File: config.mk
export PLATFORM = sky130hd
export DESIGN_NAME = led_bar_vu_meter_peak_hold_unit
export DESIGN_NICKNAME = d
export VERILOG_FILES = /design/src/rtl/core/lbvu_pkg.sv /design/src/rtl/core/led_bar_vu_meter_peak_hold_unit.sv /design/src/rtl/core/lbvu_pixel.sv
export SDC_FILE = /design/constraint.sdc
export NUM_CORES = 1
export LEC_CHECK = 0
export BUFFER_PORTS_ARGS = -buffer_cell sky130_fd_sc_hd__buf_2
export CORE_ASPECT_RATIO = 1.75
export CORE_MARGIN = 2
export CORE_UTILIZATION = 25
export CTS_CLUSTER_SIZE = 28
export DETAILED_ROUTE_END_ITERATION = 12
export PLACE_DENSITY = 0.41
export SYNTH_ARGS = -nofsm -noshare
export SYNTH_HDL_FRONTEND = slang
export SYNTH_SLANG_ARGS = --single-unit
File: constraint.sdc
create_clock -name clk -period 7.6 [get_ports clk]
set_input_delay 1.14 -clock clk [delete_from_list [all_inputs] [get_ports clk]]
set_output_delay 1.14 -clock clk [all_outputs]
set_load 0.01 [all_outputs]
File: src/rtl/core/lbvu_pkg.sv
// ---------------------------------------------------------------------------
// LED bar VU meter package
// Register indexes, reset values, frame context type and height scaling.
// ---------------------------------------------------------------------------
package lbvu_pkg;

    // configuration register indexes
    localparam logic [1:0] CFG_IDX_CENTRED   = 2'd0;
    localparam logic [1:0] CFG_IDX_FALL_EN   = 2'd1;
    localparam logic [1:0] CFG_IDX_FALL_RATE = 2'd2;

    localparam logic [7:0] HUE_RESET       = 8'd30;
    localparam logic [7:0] FALL_RATE_RESET = 8'd4;
    localparam logic [7:0] HUE_STEP        = 8'd10;

    // level*72/500 == (level*18)/125; divide by 125 via reciprocal 16778 >> 21,
    // exact for every product below 21399 (ours tops out at 18414)
    localparam logic [14:0] HEIGHT_RECIP = 15'd16778;
    localparam int          HEIGHT_SHIFT = 21;

    // per-frame drawing context, latched when a frame starts
    typedef struct packed {
        logic       centred;
        logic [7:0] height;
        logic [7:0] peak;
        logic       peak_ok;   // peak dot is drawn
        logic [7:0] hue_base;
    } frame_t;

    function automatic logic [7:0] calc_height(input logic [9:0] level);
        logic [14:0] x;
        logic [29:0] prod;
        begin
            x    = {1'b0, level, 4'b0000} + {4'b0000, level, 1'b0};
            prod = x * HEIGHT_RECIP;
            calc_height = prod[HEIGHT_SHIFT+7:HEIGHT_SHIFT];
        end
    endfunction

endpackage

File: src/rtl/core/led_bar_vu_meter_peak_hold_unit.sv
// ---------------------------------------------------------------------------
// LED bar VU meter with peak hold
// Turns one microphone level per request into one coloured result per LED.
// ---------------------------------------------------------------------------
// A request passes the input buffer, then the frame context register, then
//   the output register. One LED result per cycle while the output side does
//   not stall, set by the single per-LED colour path stepping through the strip.
// One input request is buffered while a frame streams out, so frames run
//   back to back with no gap when the output side never stalls.
// Reset: asynchronous, active low; peak 0, fall counter 0, hue base 30,
//   centred mode off, peak fall on, fall rate 4.
module led_bar_vu_meter_peak_hold_unit #(
    parameter int LED_COUNT = 64
) (
    input  logic        clk,
    input  logic        rst_n,
    // configuration writes
    input  logic        cfg_wr_en,
    input  logic [1:0]  cfg_index,
    input  logic [7:0]  cfg_wdata,
    // input stream
    input  logic        s_tvalid,
    output logic        s_tready,
    input  logic [15:0] s_tdata,    // [9:0] mic_level, [15:10] zero
    input  logic        s_tuser,    // [0] hue_tick
    // output stream
    output logic        m_tvalid,
    input  logic        m_tready,
    output logic [15:0] m_tdata,    // [5:0] led_position, [13:6] hue, [15:14] zero
    output logic        m_tuser,    // [0] lit
    output logic        m_tlast     // last_led
);

    localparam int PW = (LED_COUNT > 1) ? $clog2(LED_COUNT) : 1;
    localparam logic [PW-1:0] LAST_P    = PW'(LED_COUNT - 1);
    localparam logic [7:0]    LIMIT_ALL = 8'(LED_COUNT);
    localparam logic [7:0]    LIMIT_MID = 8'(LED_COUNT / 2);

    // -----------------------------------------------------------------------
    // configuration registers
    // -----------------------------------------------------------------------
    logic       cfg_centred_reg;
    logic       cfg_fall_en_reg;
    logic [7:0] cfg_fall_rate_reg;

    always_ff @(posedge clk or negedge rst_n)
    begin
        if (!rst_n)
        begin
            cfg_centred_reg   <= 1'b0;
            cfg_fall_en_reg   <= 1'b1;
            cfg_fall_rate_reg <= lbvu_pkg::FALL_RATE_RESET;
        end
        else if (cfg_wr_en)
        begin
            unique case (cfg_index)
                lbvu_pkg::CFG_IDX_CENTRED:   cfg_centred_reg   <= cfg_wdata[0];
                lbvu_pkg::CFG_IDX_FALL_EN:   cfg_fall_en_reg   <= cfg_wdata[0];
                lbvu_pkg::CFG_IDX_FALL_RATE: cfg_fall_rate_reg <= cfg_wdata;
                default: ;   // unmapped index, write dropped
            endcase
        end
    end

    // -----------------------------------------------------------------------
    // input buffer: holds one request; bar height worked out on the way in
    // -----------------------------------------------------------------------
    logic       pend_valid_reg, pend_valid_next;
    logic [7:0] pend_height_reg;
    logic       pend_tick_reg;
    logic       in_take;

    assign s_tready = !pend_valid_reg;
    assign in_take  = s_tvalid && s_tready;

    // -----------------------------------------------------------------------
    // frame sequencer
    // -----------------------------------------------------------------------
    logic          active_reg, active_next;
    logic [PW-1:0] pos_reg, pos_next;
    logic          out_free;
    logic          step;
    logic          last_pos;
    logic          load;

    lbvu_pkg::frame_t frame_reg, frame_next;

    // persistent state
    logic [7:0] held_peak_reg, held_peak_next;
    logic [7:0] fall_cnt_reg, fall_cnt_next;
    logic [7:0] hue_base_reg, hue_base_next;

    // frame-start arithmetic
    logic [7:0] peak_draw;
    logic [7:0] hue_new;
    logic [7:0] limit;
    logic [8:0] fall_cnt_inc;

    // output register
    logic       out_valid_reg, out_valid_next;
    logic [5:0] out_pos_reg;
    logic       out_lit_reg;
    logic [7:0] out_hue_reg;
    logic       out_last_reg;

    logic       px_lit;
    logic [7:0] px_hue;

    assign out_free = !out_valid_reg || m_tready;
    assign step     = active_reg && out_free;
    assign last_pos = pos_reg == LAST_P;
    // start a new frame when idle, or straight after the last LED of this one
    assign load     = pend_valid_reg && (!active_reg || (step && last_pos));

    always_comb
    begin
        pend_valid_next = pend_valid_reg;
        if (in_take)
            pend_valid_next = 1'b1;
        else if (load)
            pend_valid_next = 1'b0;
    end

    always_comb
    begin
        active_next = active_reg;
        pos_next    = pos_reg;
        if (load)
        begin
            active_next = 1'b1;
            pos_next    = '0;
        end
        else if (step)
        begin
            active_next = !last_pos;
            pos_next    = pos_reg + PW'(1);
        end
    end

    // frame start: peak max and hue advance feed the drawing; the decay only
    // matters to the next frame, so it is applied here as well
    always_comb
    begin
        peak_draw    = (pend_height_reg > held_peak_reg) ? pend_height_reg : held_peak_reg;
        hue_new      = hue_base_reg + 8'(pend_tick_reg);
        limit        = cfg_centred_reg ? LIMIT_MID : LIMIT_ALL;
        fall_cnt_inc = {1'b0, fall_cnt_reg} + 9'd1;

        frame_next.centred  = cfg_centred_reg;
        frame_next.height   = pend_height_reg;
        frame_next.peak     = peak_draw;
        frame_next.peak_ok  = (peak_draw != 8'd0) && (peak_draw < limit);
        frame_next.hue_base = hue_new;

        held_peak_next = held_peak_reg;
        fall_cnt_next  = fall_cnt_reg;
        hue_base_next  = hue_base_reg;
        if (load)
        begin
            hue_base_next  = hue_new;
            held_peak_next = peak_draw;
            if (cfg_fall_en_reg)
            begin
                if (fall_cnt_inc >= {1'b0, cfg_fall_rate_reg})
                begin
                    held_peak_next = peak_draw - 8'(peak_draw != 8'd0);
                    fall_cnt_next  = 8'd0;
                end
                else
                begin
                    fall_cnt_next = fall_cnt_inc[7:0];
                end
            end
        end
    end

    always_comb
    begin
        out_valid_next = out_valid_reg;
        if (step)
            out_valid_next = 1'b1;
        else if (m_tready)
            out_valid_next = 1'b0;
    end

    // per-LED colour
    lbvu_pixel #(
        .LED_COUNT (LED_COUNT)
    ) u_pixel (
        .pos   (pos_reg),
        .frame (frame_reg),
        .lit   (px_lit),
        .hue   (px_hue)
    );

    // control and state registers
    always_ff @(posedge clk or negedge rst_n)
    begin
        if (!rst_n)
        begin
            pend_valid_reg <= 1'b0;
            active_reg     <= 1'b0;
            pos_reg        <= '0;
            out_valid_reg  <= 1'b0;
            held_peak_reg  <= 8'd0;
            fall_cnt_reg   <= 8'd0;
            hue_base_reg   <= lbvu_pkg::HUE_RESET;
        end
        else
        begin
            pend_valid_reg <= pend_valid_next;
            active_reg     <= active_next;
            pos_reg        <= pos_next;
            out_valid_reg  <= out_valid_next;
            held_peak_reg  <= held_peak_next;
            fall_cnt_reg   <= fall_cnt_next;
            hue_base_reg   <= hue_base_next;
        end
    end

    // payload registers
    always_ff @(posedge clk)
    begin
        if (in_take)
        begin
            pend_height_reg <= lbvu_pkg::calc_height(s_tdata[9:0]);
            pend_tick_reg   <= s_tuser;
        end
        if (load)
            frame_reg <= frame_next;
        if (step)
        begin
            out_pos_reg  <= 6'(pos_reg);
            out_lit_reg  <= px_lit;
            out_hue_reg  <= px_hue;
            out_last_reg <= last_pos;
        end
    end

    assign m_tvalid = out_valid_reg;
    assign m_tdata  = {2'b00, out_hue_reg, out_pos_reg};
    assign m_tuser  = out_lit_reg;
    assign m_tlast  = out_last_reg;

endmodule

File: src/rtl/core/lbvu_pixel.sv
// ---------------------------------------------------------------------------
// LED bar VU meter pixel
// Colour of one LED position from the current frame context.
// ---------------------------------------------------------------------------
module lbvu_pixel #(
    parameter int LED_COUNT = 64
) (
    input  logic [((LED_COUNT > 1) ? $clog2(LED_COUNT) : 1)-1:0] pos,
    input  lbvu_pkg::frame_t                                     frame,
    output logic                                                 lit,
    output logic [7:0]                                           hue
);

    localparam int PW   = (LED_COUNT > 1) ? $clog2(LED_COUNT) : 1;
    localparam int HALF = LED_COUNT / 2;
    localparam bit ODD  = (LED_COUNT % 2) != 0;
    localparam logic [PW-1:0] HALF_P  = PW'(HALF);
    localparam logic [PW-1:0] HALF_M1 = PW'(HALF - 1);
    localparam logic [PW-1:0] LAST_P  = PW'(LED_COUNT - 1);

    logic [PW-1:0] led_dist;
    logic [7:0]    dist_ext;
    logic          on_strip;
    logic          bar_hit;
    logic          peak_hit;
    logic [7:0]    bar_hue;

    always_comb
    begin
        on_strip = 1'b1;
        if (frame.centred)
        begin
            // odd strip: the top LED sits outside both halves
            on_strip = !(ODD && (pos == LAST_P));
            led_dist = (pos < HALF_P) ? (HALF_M1 - pos) : (pos - HALF_P);
        end
        else
        begin
            led_dist = pos;
        end
        dist_ext = 8'(led_dist);
        bar_hit  = dist_ext < frame.height;
        peak_hit = frame.peak_ok && (frame.peak == dist_ext);
        bar_hue  = frame.hue_base + 8'(dist_ext * lbvu_pkg::HUE_STEP);

        lit = on_strip && (bar_hit || peak_hit);
        if (!on_strip)
            hue = 8'd0;
        else if (peak_hit)
            hue = frame.hue_base;
        else if (bar_hit)
            hue = bar_hue;
        else
            hue = 8'd0;
    end

endmodule

### Yosys cells after proc, flatten, opt, wreduce, memory -nomap -nowiden

Index checks and enable logic that the tools add are counted.

* muxes and demuxes: 17
* equality and inequality tests: 4
* add/sub/neg operators: 8
* order comparisons: 5
* multipliers: 2
* reduce and logical (&&, ||, !) cells: 22

Operator list (count)
* $mux 8: 6
* $mul 15x14->28 const B: 1
* $mux 6: 4
* $add 14x11->15: 1
* $add 8x1->9 const B: 1
* $ge 9x8->1: 1
* $add 8x1->8: 1
* $add 8x8->8: 1
* $eq 8x6->1: 1
* $gt 8x8->1: 1
* $lt 6x8->1: 1
* $lt 8x7->1: 1
* $reduce_and 2->1: 4
* $reduce_bool 8->1: 1
* $sub 8x1->8: 1
* $mul 6x3->7 const B: 1
* $mux 7: 1
* $add 6x1->6 const B: 1
* $eq 6x6->1 const B: 1
* $logic_and 1x1->1: 6
* $lt 6x6->1 const B: 1
* $mux 1: 6
* $reduce_bool 2->1: 3
* $sub 5x6->6 const A: 1
* 6 further kinds: 11

* bits in registers: 94
* output and inout port bits: 20
* logic and storage cells: 79

### Logic depth before layout (Yosys ltp)

* depth in word-level cells: 8
* mapped depth: 26
* depth with buffers taken out: 26

### By module

A second synthesis with hierarchy kept.

* cells, all modules: 773
* area total of the unflattened synthesis: 8060.2 um^2

Modules (own cells, without submodules)
* led_bar_vu_meter_peak_hold_unit: area each 7036.7 um^2, cells an instance 649, sequential area each 2615.0 um^2, instances 1
* lbvu_pixel: area each 1023.5 um^2, cells an instance 124, sequential area each 0.0 um^2, instances 1

### Worst setup path before layout

OpenSTA, ideal clock, no wires.

* kind: input to register
* start: input s_tdata[1]
* end: register pend_height_reg[7] (data pin)
* setup slack: 1.056 ns
* data required time: 7.332 ns
* stages: 23
* arrival: 6.275 ns
* buffers on the path: 0
* cells stage by stage: ha_1 > a211oi_1 > nor2_1 > o21a_1 > nor2_1 > xor2_1 > inv_1 > ha_1 > ha_1 > ha_1 > inv_1 > fa_1 > inv_1 > fa_1 > ha_1 > ha_1 > a21oi_1 > o21ai_0 > nor2_1 > a31oi_1 > a41oi_1 > o31ai_2 > xor2_1

* word-level cells in the longest chain between the ends: 2

Ends and longest elaborated chain
* start: declaration: line led_bar_vu_meter_peak_hold_unit.sv:24 `input logic [15:0] s_tdata,`
* $add 14x11->15: line lbvu_pkg.sv:34 `x = {1'b0, level, 4'b0000} + {4'b0000, level, 1'b0};`
* $mul 15x14->28: line lbvu_pkg.sv:35 `prod = x * HEIGHT_RECIP;`
* end signal: assignment: line led_bar_vu_meter_peak_hold_unit.sv:226 `pend_height_reg <= lbvu_pkg::calc_height(s_tdata[9:0]);`
* end: declaration: line led_bar_vu_meter_peak_hold_unit.sv:69 `logic [7:0] pend_height_reg;`

Every way passes these cells.
A chain may end at the register's enable or synchronous reset.

### Worst setup path after layout

Ends and elaborated chain as after synthesis.

==> qor.csv <==
metric;value;unit
dpl.hpwl;14900;um
outcome;finished, final reports clean;
antenna_cells;0;
wl;18000;um
cp_common_cell;ha_1;
async_flop_share;45.7;%
drive_above_1_share;14.6;%
power_switching;1.40;mW
fin_crit_sh;88.2;%
switching_share;42.1;%
fin_worst_skew;9.01;ps
rsz0062_at_grt;false;
max_cap_viol_count;0;
layout.cells.most_common;ha_1;
p_per_area;374;nW/um^2
cp_data_arrival_time;6790;ps
antenna_found_initial;0;
worstSetupStartpointType;input port;
fin_crit;6710;ps
comb_power_share;63.9;%
hold_buffers;0;
insertion_delay;350;ps
synth_area;7790;um^2
clockBufferDepth;2;
cp.required;7690;ps
slew_violations;0;
endpoint_kind;flip-flop;
synth_ff_type;edfxtp_1;
cts_resized;0;
drtAntennaViolNets;0;
grt_pass1_wl;29900;um
core;30700;um^2
tightestPinTransition;1150;ps
grt_max_degree;44;
synth_cell_types;73;
internal-power;1.92;mW
cts_tree;yes;
start_util;25.3;%
hold_violations;0;
cp_top_family;adder cells;
grt_remaining_overflow;0;
largest_reg_flops;26;
gp_congestion;0.809;
hold_path.class;flip-flop to flip-flop;
yosysSeqAreaShare;33.6;%
synth.avg_cell_area;10.5;um^2
ios;52;
cts_sinks;94;
p_leak;4.08;nW
postCtsSetupRepairBufs;0;
setup_viol;0;
finish.utilization;28.8;%
pwr-share-seq;22.6;%
worst-path-max-fanout;6;
vdd_drop_max;208;uV
grt_pass1_vias;5854;
crit_slowest_cell;fa_1;
drt_iter0_drc;157;
dieArea;32600;um^2
clk_pin_slew;60;ps
grt_util_all_layers;11.8;%
synth_seq_cells;94;
fp-row-count;85;
critPathBufInv;5;
path_class;input port to flip-flop;
cts_made_buffers;9;
critPathMaxStageDelay;520;ps
clkPwrFrac;13.5;%
htreeDepth;3;
final_cell_mix;ha_1, inv_1, edfxtp_1, nand2_1;
avgRoutedWirePerCell;15.0;um
fmax;0.149;GHz
die_x;137;um
synthCells;743;
drc;0;
tns;0;ps
first_pass_iters;4;
area_growth;13.8;%
yosys_warnings;0;
cts_root_buf;clkbuf_16;
slew_headroom;22.6;%
via_count;5440;
die_h;237;um
via_per_inst;4.53;
nNetsFinal;993;
synth_edf_count;51;
io_buffers;43;
final timing paths:
kind,startpoint,endpoint,slack (ps),cells past startpoint
min,hue_base_reg[1],hue_base_reg[1],480,2
max reg2reg,held_peak_reg[1],held_peak_reg[4],3850,13
max in group asynchronous,rst_n,held_peak_reg[0],6260,2
min in group asynchronous,rst_n,hue_base_reg[6],890,2
min reg2reg,hue_base_reg[1],hue_base_reg[1],480,2
max,s_tdata[1],pend_height_reg[7],890,25
worst register-to-register path: stages, from the launching register on:
cell,delay (ps)
dfrtp_1,490
inv_1,120
ha_1,300
nor2b_1,130
o21ai_1,180
nor4bb_1,990
nor3_1,130
a21oi_1,260
ha_1,270
ha_1,240
nand2_1,110
a211oi_2,190
xnor2_1,140
o21ai_1,70
through the flow:
step / hold WS [ps] / setup WS [ps] / power, mW / std cells / cell area, um^2
floorplan: 420 / 1060 / 2.31 / 744 / 7790
global placement: 460 / 524 / 2.90 / 1185 / 8580
detailed placement: 470 / 498 / 2.92 / 1185 / 8580
CTS: 481 / 861 / 3.39 / 1201 / 8860
global route: 499 / 476 / 3.70 / 1201 / 8860
finish: 476 / 893 / 3.31 / 1201 / 8860
synth_stat cells, types with 6 or more instances:
cell | count | area, um^2
a211oi_1 | 6 | 45.0
a21o_1 | 13 | 97.6
a21oi_1 | 23 | 115
a22o_1 | 10 | 87.6
dfrtp_1 | 37 | 926
dfstp_2 | 6 | 158
edfxtp_1 | 51 | 1530
fa_1 | 24 | 480
ha_1 | 132 | 1650
inv_1 | 93 | 349
mux2_2 | 17 | 191
nand2_1 | 46 | 173
nand2b_1 | 9 | 56.3
nand3_1 | 12 | 60.1
nand4_1 | 11 | 68.8
nor2_1 | 43 | 161
nor2b_1 | 10 | 62.6
nor3_1 | 6 | 30.0
o21ai_0 | 26 | 130
xnor2_1 | 32 | 280
xor2_1 | 35 | 307
layout make-up:
| cell class | instances | area, um^2 |
|---|---|---|
| fill | 3235 | 21900 |
| timing repair buffer | 61 | 350 |
| tap | 391 | 489 |
| multi-input combinational | 545 | 4770 |
| clock buffer | 12 | 236 |
| sequential | 94 | 2620 |
| inverter | 94 | 353 |
| clock inverter | 4 | 48.8 |
metal layers:
metal / share of wire [%] / global-route usage, % / vias to the layer above
li1: - / - / 2739
met1: 35 / 11.3 / 2591
met2: 60 / 24.3 / 89
met3: 2.0 / 1.54 / 21
met4: 2.9 / 4.62 / 0
met5: 0 / 0 / -
power groups by stage:
stage	combinational (mW)	clock, mW	sequential (mW)
after detailed placement	2.15	0	0.760
after floorplan	1.58	0	0.738
after global placement	2.14	0	0.760
final	2.12	0.448	0.748
after CTS	2.17	0.465	0.750
after global routing	2.45	0.483	0.761
cell families after synthesis:
family	share of synthesized area (%)
other	0.0482
AOI/OAI and AO/OA	11.9
and+or+nand+nor	10.7
muxes	2.84
adders and majority gates	27.4
buffers and inverters	5.22
xor gates and xnor gates	8.31
DFF	33.6
(Power assumes the default switching activity.)
